[config.mk]
export PLATFORM = sky130hd
export DESIGN_NAME = servo_bus_command_framer_unit
export DESIGN_NICKNAME = d
export VERILOG_FILES = /design/src/rtl/core/sbcf_pkg.sv /design/src/rtl/core/sbcf_front.sv /design/src/rtl/core/sbcf_cmd_fifo.sv /design/src/rtl/core/sbcf_back.sv /design/src/rtl/core/servo_bus_command_framer_unit.sv
export SDC_FILE = /design/constraint.sdc
export NUM_CORES = 1
export LEC_CHECK = 0
export BUFFER_PORTS_ARGS = -buffer_cell sky130_fd_sc_hd__buf_4
export CAP_MARGIN = 10
export CORE_ASPECT_RATIO = 1.5
export CORE_UTILIZATION = 48
export DETAILED_ROUTE_END_ITERATION = 8
export GPL_TIMING_DRIVEN = 1
export HOLD_SLACK_MARGIN = 0.1
export PLACE_DENSITY_LB_ADDON = 0.3
export RECOVER_POWER = 25
export SLEW_MARGIN = 20
export SYNTH_ARGS = -nofsm -noshare
export SYNTH_HDL_FRONTEND = slang
export SYNTH_SLANG_ARGS = --single-unit
[constraint.sdc]
create_clock -name clk -period 12.7 [get_ports clk]
set_clock_uncertainty 0.15 [all_clocks]
set_input_delay 1.905 -clock clk [delete_from_list [all_inputs] [get_ports clk]]
set_output_delay 1.905 -clock clk [all_outputs]
set_load 0.01 [all_outputs]
[src/rtl/core/sbcf_pkg.sv]
// Shared types and constants for the serial bus servo command framer.
// No dependencies; every other file of the block imports this package.
package sbcf_pkg;

  localparam logic [7:0]  HDR_BYTE        = 8'h55;
  localparam logic [7:0]  OP_MOVE         = 8'h01;
  localparam logic [7:0]  OP_TORQUE       = 8'h1F;
  localparam logic [7:0]  LEN_MOVE        = 8'd7;
  localparam logic [7:0]  LEN_TORQUE      = 8'd4;
  localparam logic [7:0]  TORQUE_PARAM    = 8'h01;
  localparam logic [15:0] MOVE_TIME_RESET = 16'd100;

  // Mode codes carried on the input tuser bit.
  localparam logic MODE_MOVE   = 1'b0;
  localparam logic MODE_TORQUE = 1'b1;

  // Angle limit in 1/16 degree (240 degrees) and the reciprocal of 3 in Q17.
  localparam logic [11:0] ANGLE_MAX_Q4 = 12'd3840;
  localparam logic [15:0] RECIP3_Q17   = 16'd43691;

  localparam int POS_W = 10;
  localparam int IDX_W = 4;

  // Byte positions inside a frame.
  localparam logic [IDX_W-1:0] BYTE_HDR0 = 4'd0;
  localparam logic [IDX_W-1:0] BYTE_HDR1 = 4'd1;
  localparam logic [IDX_W-1:0] BYTE_ID   = 4'd2;
  localparam logic [IDX_W-1:0] BYTE_LEN  = 4'd3;
  localparam logic [IDX_W-1:0] BYTE_OP   = 4'd4;
  localparam logic [IDX_W-1:0] BYTE_P0   = 4'd5;
  localparam logic [IDX_W-1:0] BYTE_P1   = 4'd6;
  localparam logic [IDX_W-1:0] BYTE_P2   = 4'd7;
  localparam logic [IDX_W-1:0] BYTE_P3   = 4'd8;
  localparam logic [IDX_W-1:0] BYTE_CKS  = 4'd9;

  localparam int QDEPTH = 2;
  localparam int QPTR_W = $clog2(QDEPTH);
  localparam int QCNT_W = $clog2(QDEPTH + 1);

  // One classified command as it waits between front and back.
  typedef struct packed {
    logic               torque;
    logic [7:0]         id;
    logic [POS_W-1:0]   pos;
  } cmd_t;

endpackage

[src/rtl/core/sbcf_front.sv]
// Front end of the framer: accepts commands, decodes the mode and scales the angle.
// Depends on sbcf_pkg; feeds sbcf_cmd_fifo.
module sbcf_front
  import sbcf_pkg::*;
(
  input  logic        in_tvalid,
  output logic        in_tready,
  input  logic [23:0] in_tdata,   // [7:0] servo_id, [23:8] angle_q4
  input  logic        in_tuser,   // mode
  input  logic        q_full,
  output logic        q_push,
  output cmd_t        q_wdata
);

  logic signed [15:0] angle_q4;
  logic [11:0]        angle_clamped;
  logic [16:0]        scaled;
  logic [11:0]        div32;
  logic [27:0]        prod;

  assign angle_q4 = in_tdata[23:8];

  always_comb begin
    if (angle_q4[15]) begin
      angle_clamped = '0;
    end else if (angle_q4 > $signed({4'b0, ANGLE_MAX_Q4})) begin
      angle_clamped = ANGLE_MAX_Q4;
    end else begin
      angle_clamped = angle_q4[11:0];
    end
  end

  // pos = floor(a * 25 / 96) = floor(floor(a * 25 / 32) / 3).
  assign scaled = ({5'b0, angle_clamped} << 4) + ({5'b0, angle_clamped} << 3)
                + {5'b0, angle_clamped};
  assign div32  = scaled[16:5];
  assign prod   = {16'b0, div32} * {12'b0, RECIP3_Q17};

  assign in_tready      = !q_full;
  assign q_push         = in_tvalid && !q_full;
  assign q_wdata.torque = (in_tuser == MODE_TORQUE);
  assign q_wdata.id     = in_tdata[7:0];
  assign q_wdata.pos    = prod[17 +: POS_W];

endmodule

[src/rtl/core/sbcf_cmd_fifo.sv]
// Short command queue that decouples the front end from the byte sequencer.
// Depends on sbcf_pkg for cmd_t and the queue depth.
module sbcf_cmd_fifo
  import sbcf_pkg::*;
(
  input  logic clk,
  input  logic rst_n,
  input  logic push,
  input  cmd_t wdata,
  output logic full,
  input  logic pop,
  output logic not_empty,
  output cmd_t rdata
);

  cmd_t              mem_r [QDEPTH];
  logic [QPTR_W-1:0] wr_ptr_r, wr_ptr_nxt;
  logic [QPTR_W-1:0] rd_ptr_r, rd_ptr_nxt;
  logic [QCNT_W-1:0] cnt_r, cnt_nxt;

  assign full      = (cnt_r == QCNT_W'(QDEPTH));
  assign not_empty = (cnt_r != '0);
  assign rdata     = mem_r[rd_ptr_r];

  always_comb begin
    wr_ptr_nxt = wr_ptr_r;
    rd_ptr_nxt = rd_ptr_r;
    cnt_nxt    = cnt_r;
    if (push) begin
      wr_ptr_nxt = (wr_ptr_r == QPTR_W'(QDEPTH - 1)) ? '0 : wr_ptr_r + 1'b1;
    end
    if (pop) begin
      rd_ptr_nxt = (rd_ptr_r == QPTR_W'(QDEPTH - 1)) ? '0 : rd_ptr_r + 1'b1;
    end
    if (push && !pop) begin
      cnt_nxt = cnt_r + 1'b1;
    end else if (pop && !push) begin
      cnt_nxt = cnt_r - 1'b1;
    end
  end

  always_ff @(posedge clk) begin
    if (!rst_n) begin
      wr_ptr_r <= '0;
      rd_ptr_r <= '0;
      cnt_r    <= '0;
    end else begin
      wr_ptr_r <= wr_ptr_nxt;
      rd_ptr_r <= rd_ptr_nxt;
      cnt_r    <= cnt_nxt;
    end
  end

  always_ff @(posedge clk) begin
    if (push) begin
      mem_r[wr_ptr_r] <= wdata;
    end
  end

endmodule

[src/rtl/core/sbcf_back.sv]
// Back end of the framer: walks a queued command through its frame one byte per cycle while the receiver takes bytes.
// Depends on sbcf_pkg; takes commands from sbcf_cmd_fifo and drives the output register.
module sbcf_back
  import sbcf_pkg::*;
(
  input  logic        clk,
  input  logic        rst_n,
  input  logic [15:0] move_time_ms,
  input  logic        q_not_empty,
  input  cmd_t        q_rdata,
  output logic        q_pop,
  output logic        out_tvalid,
  input  logic        out_tready,
  output logic [7:0]  out_tdata,   // tx_byte
  output logic        out_tlast    // last_byte
);

  cmd_t             cur_r;
  logic [7:0]       cks_r, cks_nxt;
  logic [IDX_W-1:0] idx_r;
  logic             busy_r;
  logic             out_valid_r;
  logic [7:0]       out_data_r;
  logic             out_last_r;

  logic             advance;
  logic             is_last;
  logic             load;
  logic [7:0]       cur_byte;
  logic [7:0]       pos_lo;
  logic [7:0]       pos_hi;

  assign pos_lo = cur_r.pos[7:0];
  assign pos_hi = {{(16 - POS_W){1'b0}}, cur_r.pos[POS_W-1:8]};

  assign is_last = cur_r.torque ? (idx_r == BYTE_P1) : (idx_r == BYTE_CKS);
  assign advance = busy_r && (!out_valid_r || out_tready);
  // The next command is picked up on the same cycle the checksum byte enters the output register.
  assign load    = q_not_empty && (!busy_r || (advance && is_last));
  assign q_pop   = load;

  // Checksum of the queued command, the bitwise inverse of the sum of id through the last parameter.
  always_comb begin
    if (q_rdata.torque) begin
      cks_nxt = ~(q_rdata.id + LEN_TORQUE + OP_TORQUE + TORQUE_PARAM);
    end else begin
      cks_nxt = ~(q_rdata.id + LEN_MOVE + OP_MOVE + q_rdata.pos[7:0]
                + {{(16 - POS_W){1'b0}}, q_rdata.pos[POS_W-1:8]}
                + move_time_ms[7:0] + move_time_ms[15:8]);
    end
  end

  always_comb begin
    case (idx_r)
      BYTE_HDR0: cur_byte = HDR_BYTE;
      BYTE_HDR1: cur_byte = HDR_BYTE;
      BYTE_ID:   cur_byte = cur_r.id;
      BYTE_LEN:  cur_byte = cur_r.torque ? LEN_TORQUE : LEN_MOVE;
      BYTE_OP:   cur_byte = cur_r.torque ? OP_TORQUE : OP_MOVE;
      BYTE_P0:   cur_byte = cur_r.torque ? TORQUE_PARAM : pos_lo;
      BYTE_P1:   cur_byte = cur_r.torque ? cks_r : pos_hi;
      BYTE_P2:   cur_byte = move_time_ms[7:0];
      BYTE_P3:   cur_byte = move_time_ms[15:8];
      BYTE_CKS:  cur_byte = cks_r;
      default:   cur_byte = '0;
    endcase
  end

  always_ff @(posedge clk) begin
    if (!rst_n) begin
      busy_r      <= 1'b0;
      idx_r       <= '0;
      out_valid_r <= 1'b0;
    end else begin
      if (load) begin
        busy_r <= 1'b1;
        idx_r  <= '0;
      end else if (advance) begin
        if (is_last) begin
          busy_r <= 1'b0;
          idx_r  <= '0;
        end else begin
          idx_r <= idx_r + 1'b1;
        end
      end
      if (advance) begin
        out_valid_r <= 1'b1;
      end else if (out_tready) begin
        out_valid_r <= 1'b0;
      end
    end
  end

  always_ff @(posedge clk) begin
    if (load) begin
      cur_r <= q_rdata;
      cks_r <= cks_nxt;
    end
    if (advance) begin
      out_data_r <= cur_byte;
      out_last_r <= is_last;
    end
  end

  assign out_tvalid = out_valid_r;
  assign out_tdata  = out_data_r;
  assign out_tlast  = out_last_r;

endmodule

[src/rtl/core/servo_bus_command_framer_unit.sv]
// Serial bus servo command framer.
// Input channel: one command per transfer. in_tuser is the mode (0 move to
// angle, 1 enable torque), in_tdata carries the servo id and the signed angle
// in 1/16 degree. Output channel: one frame byte per transfer, in transmit
// order, with out_tlast on the checksum byte. A move command yields ten bytes,
// a torque command seven.
// The cfg port writes the move time in milliseconds placed in every move
// frame; it resets to 100 and should be written only while no frame is pending.
// From input to output, when the block is idle, a command passes the command
// queue, the sequencer register and the output register before its first byte
// is valid. Throughput: one byte per cycle while out_tready is high; the byte
// sequencer in the back end is the limiting unit. Commands are taken while a
// frame is still going out, up to the two-entry command queue.
// Reset clears the queue, the sequencer and the output register; no result is
// valid during reset. When the receiver stalls, the current byte holds and the
// queue fills, after which in_tready drops.
module servo_bus_command_framer_unit
  import sbcf_pkg::*;
(
  input  logic        clk,
  input  logic        rst_n,
  input  logic        in_tvalid,
  output logic        in_tready,
  input  logic [23:0] in_tdata,     // [7:0] servo_id, [23:8] angle_q4
  input  logic        in_tuser,     // mode
  output logic        out_tvalid,
  input  logic        out_tready,
  output logic [7:0]  out_tdata,    // [7:0] tx_byte
  output logic        out_tlast,    // last_byte
  input  logic        cfg_wr_en,
  input  logic [15:0] cfg_wr_data   // move_time_ms
);

  logic [15:0] move_time_r;
  logic        q_push;
  logic        q_pop;
  logic        q_full;
  logic        q_not_empty;
  cmd_t        q_wdata;
  cmd_t        q_rdata;

  always_ff @(posedge clk) begin
    if (!rst_n) begin
      move_time_r <= MOVE_TIME_RESET;
    end else if (cfg_wr_en) begin
      move_time_r <= cfg_wr_data;
    end
  end

  sbcf_front u_front (
    .in_tvalid (in_tvalid),
    .in_tready (in_tready),
    .in_tdata  (in_tdata),
    .in_tuser  (in_tuser),
    .q_full    (q_full),
    .q_push    (q_push),
    .q_wdata   (q_wdata)
  );

  sbcf_cmd_fifo u_fifo (
    .clk       (clk),
    .rst_n     (rst_n),
    .push      (q_push),
    .wdata     (q_wdata),
    .full      (q_full),
    .pop       (q_pop),
    .not_empty (q_not_empty),
    .rdata     (q_rdata)
  );

  sbcf_back u_back (
    .clk          (clk),
    .rst_n        (rst_n),
    .move_time_ms (move_time_r),
    .q_not_empty  (q_not_empty),
    .q_rdata      (q_rdata),
    .q_pop        (q_pop),
    .out_tvalid   (out_tvalid),
    .out_tready   (out_tready),
    .out_tdata    (out_tdata),
    .out_tlast    (out_tlast)
  );

endmodule

After elaboration in Yosys (flattened, before gate mapping)
Memories as Yosys holds them, arrays and structs flattened. A register that Yosys moved wholly into a read port is not among the register bits.
Index checks and enable logic that the tools add are counted.
{"block": "totals", "ram_bits": 38, "out_inout_bits": 11, "elab_cells": 90, "ff_bits": 62, "n_memories": 1, "in_bits": 46}
{"block": "classes", "n_reduce_logical": 22, "addsub": 16, "muxes": 23, "eq_ne": 10, "order_cmp": 1, "n_bitwise": 3, "multipliers": 1}
{"memory": "u_fifo.mem_r", "depth": 2, "width": 19, "read_ports": 1, "rd_ports_with_merged_regs": 1, "wr": 1, "line_no": "sbcf_cmd_fifo.sv:16", "rtl": "cmd_t mem_r [QDEPTH];"}
{"op": "$pmux W8 S9", "n": 1}
{"op": "$mul A12 B16 Y27 const B", "n": 1}
{"op": "$add A8 B8 Y8", "n": 3}
{"op": "$mux W12", "n": 2}
{"op": "$mux W8", "n": 3}
{"op": "$add A16 B15 Y17", "n": 1}
{"op": "$add A17 B12 Y17", "n": 1}
{"op": "$add A8 B1 Y8 const B", "n": 2}
{"op": "$add A8 B3 Y8 const B", "n": 2}
{"op": "$eq A4 B3 Y1 const B", "n": 4}
{"op": "$gt A16 B13 Y1 const B", "n": 1}
{"op": "$not A8 Y8", "n": 2}
{"op": "$mux W1", "n": 12}
{"op": "$reduce_bool A2 Y1", "n": 5}
{"op": "$add A8 B2 Y8", "n": 1}
{"op": "$add A8 B5 Y8 const B", "n": 1}
{"op": "$eq A4 B2 Y1 const B", "n": 2}
{"op": "$eq A4 B4 Y1 const B", "n": 2}
{"op": "$logic_and A1 B1 Y1", "n": 6}
{"op": "$mux W2", "n": 3}
{"op": "$logic_not A1 Y1", "n": 5}
{"op": "$mux W5", "n": 1}
{"op": "$add A4 B1 Y4 const B", "n": 1}
{"op": "$eq A4 B1 Y1 const B", "n": 1}
{"op": "10 further kinds", "n": 13}

Longest topological paths before layout
{"block": "logic_depth", "depth_word": 9, "mapped_depth": 30, "mapped_depth_nobuf": 30}

Cells and area by module
A second synthesis with hierarchy kept.
{"block": "hier_totals", "cells_unflattened": 803, "hier_area_um2": 8635.8}
{"mod": "sbcf_front", "cells_each": 418, "seq_area_each_um2": 0.0, "area_each_um2": 3639.7, "n_inst": 1}
{"mod": "sbcf_back", "cells_each": 253, "seq_area_each_um2": 1201.2, "area_each_um2": 2795.2, "n_inst": 1}
{"mod": "sbcf_cmd_fifo", "cells_each": 81, "seq_area_each_um2": 1241.2, "area_each_um2": 1592.8, "n_inst": 1}
{"mod": "servo_bus_command_framer_unit", "cells_each": 51, "seq_area_each_um2": 320.3, "area_each_um2": 608.1, "n_inst": 1}

Worst setup path before layout
Ideal clock, no wire load.
{"block": "synth_path", "kind": "input port to flip-flop", "start": "in in_tdata[20]", "end": "mem u_fifo.mem_r[0][7] (netlist bit), data pin", "path_buffers": 0, "setup_slack_ns": 3.325, "t_required_ns": 12.286, "arrival_time_ns": 8.961, "path_stages": 27, "setup_ns": 0.264, "path_cell_list": "or3_1 nor3_1 and2_1 inv_1 fa_1 inv_1 ha_1 a21o_1 or4_1 o21a_1 a21oi_1 xnor2_1 ha_1 fa_1 inv_1 fa_1 inv_1 fa_1 inv_1 fa_1 inv_1 ha_1 a211o_1 a21oi_1 a31oi_1 a21oi_1 xnor2_1"}
{"item": "from (decl)", "line_no": "servo_bus_command_framer_unit.sv:24", "rtl": "input logic [23:0] in_tdata,"}
{"item": "to (decl)", "line_no": "sbcf_cmd_fifo.sv:16"}

==> results.toml <==
[synth]
synth-edff-count = 74
yosysTopAreaCellShare_pct = 26.0
netlist_area_mm2 = 0.00853
ys.flop_type = "edfxtp_1"
yosysTopAreaCell = "edfxtp_1"
synthCells = 791
yosysSeqAreaShare_pct = 32.4
yosys.cell_count.top_type = "inv_1"
ys_ff_latch = 101
synth_cell_types = 65
synth_top_cells_by_count = "136 x inv_1, 103 x ha_1, 74 x edfxtp_1, 69 x fa_1, 42 x nor2_1"
async_reset_ff_share_pct = 0
synth_area_leaders = "edfxtp_1 26%, fa_1 16%, ha_1 15%"
yosys_warnings = 0
syn_avg_cell_area_um2 = 10.8
syn_nets = 1009

[global_routing]
grt-busiest-layer = "met2"
antenna_found_initial = 0
globalRouteMet1Util_pct = 17.8
use_met3_pct = 1.72
use_met2_pct = 41.9
grt_pass1_wl_um = 28100
overflow = 0
grt_pass1_vias = 6138
track_usage_pct = 19.7
grt_max_degree = 28

[min_path]
hp-class = "reg -> reg"

[placement]
dp_hpwl_um = 14500
gp_congestion = 0.912
place_area_mm2 = 0.00917
port_buffers = 56

[route]
via_per_inst = 5.41
wl_per_cell_um = 16.0
ant_nets = 0
routed-via-count = 5749
route.detailed.drc = 0
drtPass1Iterations = 4
drt-initial-drc-count = 231
wirelength_um = 17000

[layout]
syn_to_final_growth_pct = 10.6
drive_gt1_share_pct = 9.53
nNetsFinal = 1063
antenna_cells = 0
final_area_mm2 = 0.00944
nFillCells = 1556
seq_area_mm2 = 0.00276
multi_input_area_mm2 = 0.00519

[critical_path]
cp_max_fo = 9
critPathRequiredTime_ns = 12.64
path_buf_inv = 5
crit_family = "adder cells"
cpPeakStageDelay_ns = 0.60
crit_path_top_delay_cell = "nor3_1"
crit_arrival_ns = 9.86
end_kind = "register"
cpMostUsedCell = "fa_1"
critical_path_class = "in -> reg"
cp-start-kind = "input port"

[cts]
clock-sinks = 101
clock_latency_ns = 0.35
postCtsSetupBuffers = 0
ctsHoldBuffers = 0
cts_tree = "built"
htree_levels = 3
root_buffer = "clkbuf_16"
cts_resized = 0
path_clk_slew_ns = 0.07
clock_path_buffers = 2
cts_buffers = 9

[timing]
max_freq_mhz = 101
slew_violations = 0
tightest_slew_ns = 1.18
period_needed_ns = 9.92
hold_viol = 0
rsz0062_at_grt = "no"
setup_viol = 0
min_period_over_period_pct = 78.1
setup_tns_ns = 0
relSlewSlack_pct = 21.1

[floorplan]
dieArea_mm2 = 0.0183
die_y_um = 165
rows = 59
core_mm2 = 0.0173
die_w_um = 111
initial_core_util_pct = 49.2
pin_count = 57

[outcome]
status = "completed"

[run]
cap_violations = 0
[cell type report]
| type | count | area share [%] |
|---|---|---|
| Clock buffer | 9 | 2.39 |
| Clock inverter | 7 | 0.663 |
| Inverter | 136 | 5.41 |
| Multi-Input combinational cell | 539 | 55.0 |
| Sequential cell | 101 | 29.3 |
| Tap cell | 213 | 2.82 |
| Timing Repair Buffer | 58 | 4.41 |
[logic make-up after synthesis]
logic type / count (synthesis) / synth area share [%]
buf+inv: 151 / 6.76
xor+xnor: 39 / 4.56
fa+ha+maj: 172 / 31.3
simple gates: 146 / 8.69
compound gates: 142 / 11.4
mux: 40 / 4.93
flops: 101 / 32.4
[worst reg2reg max path: stages, from the launching register on]
cell and delay [ns]:
dfxtp_1 0.31, clkbuf_1 0.86, mux2_1 0.45, fa_1 0.47, fa_1 0.51, inv_1 0.05, fa_1 0.50, inv_1 0.04
ha_1 0.22, fa_1 0.43, a211oi_1 0.37, o21bai_1 0.15, a21oi_1 0.20, xnor3_1 0.24, a21oi_1 0.18, xor2_1 0.08
[worst paths after layout]
| kind | to | from | cells after the start | slack (ns) |
|---|---|---|---|---|
| worst min register to register | u_back.out_tvalid | u_back.busy_r | 2 | 0.34 |
| worst max register to register | u_back.cks_r[7] | register | 15 | 7.23 |
| worst min-delay path | u_back.out_tvalid | u_back.busy_r | 2 | 0.34 |
| worst max-delay path | u_fifo.mem_r[1][7] | in_tdata[10] | 30 | 2.78 |
[metal layers]
layer  up-vias  part of all wire (%)
li1       2837                     -
met1      2766                    34
met2       104                    60
met3        42                   1.8
met4         0                   4.1
met5         -                     0
[registers in the layout, summed over array words and instances, names as in the netlist, named ones only]
register,count
u_back.busy_r,1
u_fifo.wr_ptr_r,1
u_back.idx_r,4
u_fifo.cnt_r,2
u_back.out_tlast,1
u_back.cks_r,8
u_back.out_tvalid,1
u_back.cur_r,19
move_time_r,16
u_back.out_tdata,8
u_fifo.mem_r,38
u_fifo.rd_ptr_r,1
[cell usage in the layout, fill, tap and decap left out, drive strengths merged, types with 5 or more instances in the layout]
| cell type | count |
|---|---|
| mux2 | 13 |
| a211oi | 10 |
| o21ai | 30 |
| nand2 | 33 |
| nor2 | 42 |
| a21oi | 30 |
| clkbuf | 19 |
| buf | 48 |
| xor2 | 11 |
| o21a | 9 |
| inv | 141 |
| nand4 | 7 |
| ha | 103 |
| a31oi | 9 |
| dfxtp | 27 |
| xnor2 | 27 |
| and3 | 7 |
| and2 | 8 |
| fa | 69 |
| nor3 | 5 |
| edfxtp | 74 |
| nor2b | 18 |
| a22oi | 7 |
| a21o | 13 |
| nand2b | 5 |
| mux2i | 27 |
[per-stage QoR]
stage	utilization, %	setup slack (ns)	hold slack, ns	std cells
2_1_floorplan	-	3.32	0.308	791
3_3_place_gp	52.9	2.54	0.315	1047
3_5_place_dp	52.9	2.43	0.331	1047
4_1_cts	54.5	2.78	0.340	1063
5_1_grt	54.4	2.10	0.378	1063
6_report	54.4	2.78	0.339	1063
Power is not shown: default switching activity piles up to over one toggle a cycle in this logic, so the estimate is an artifact.
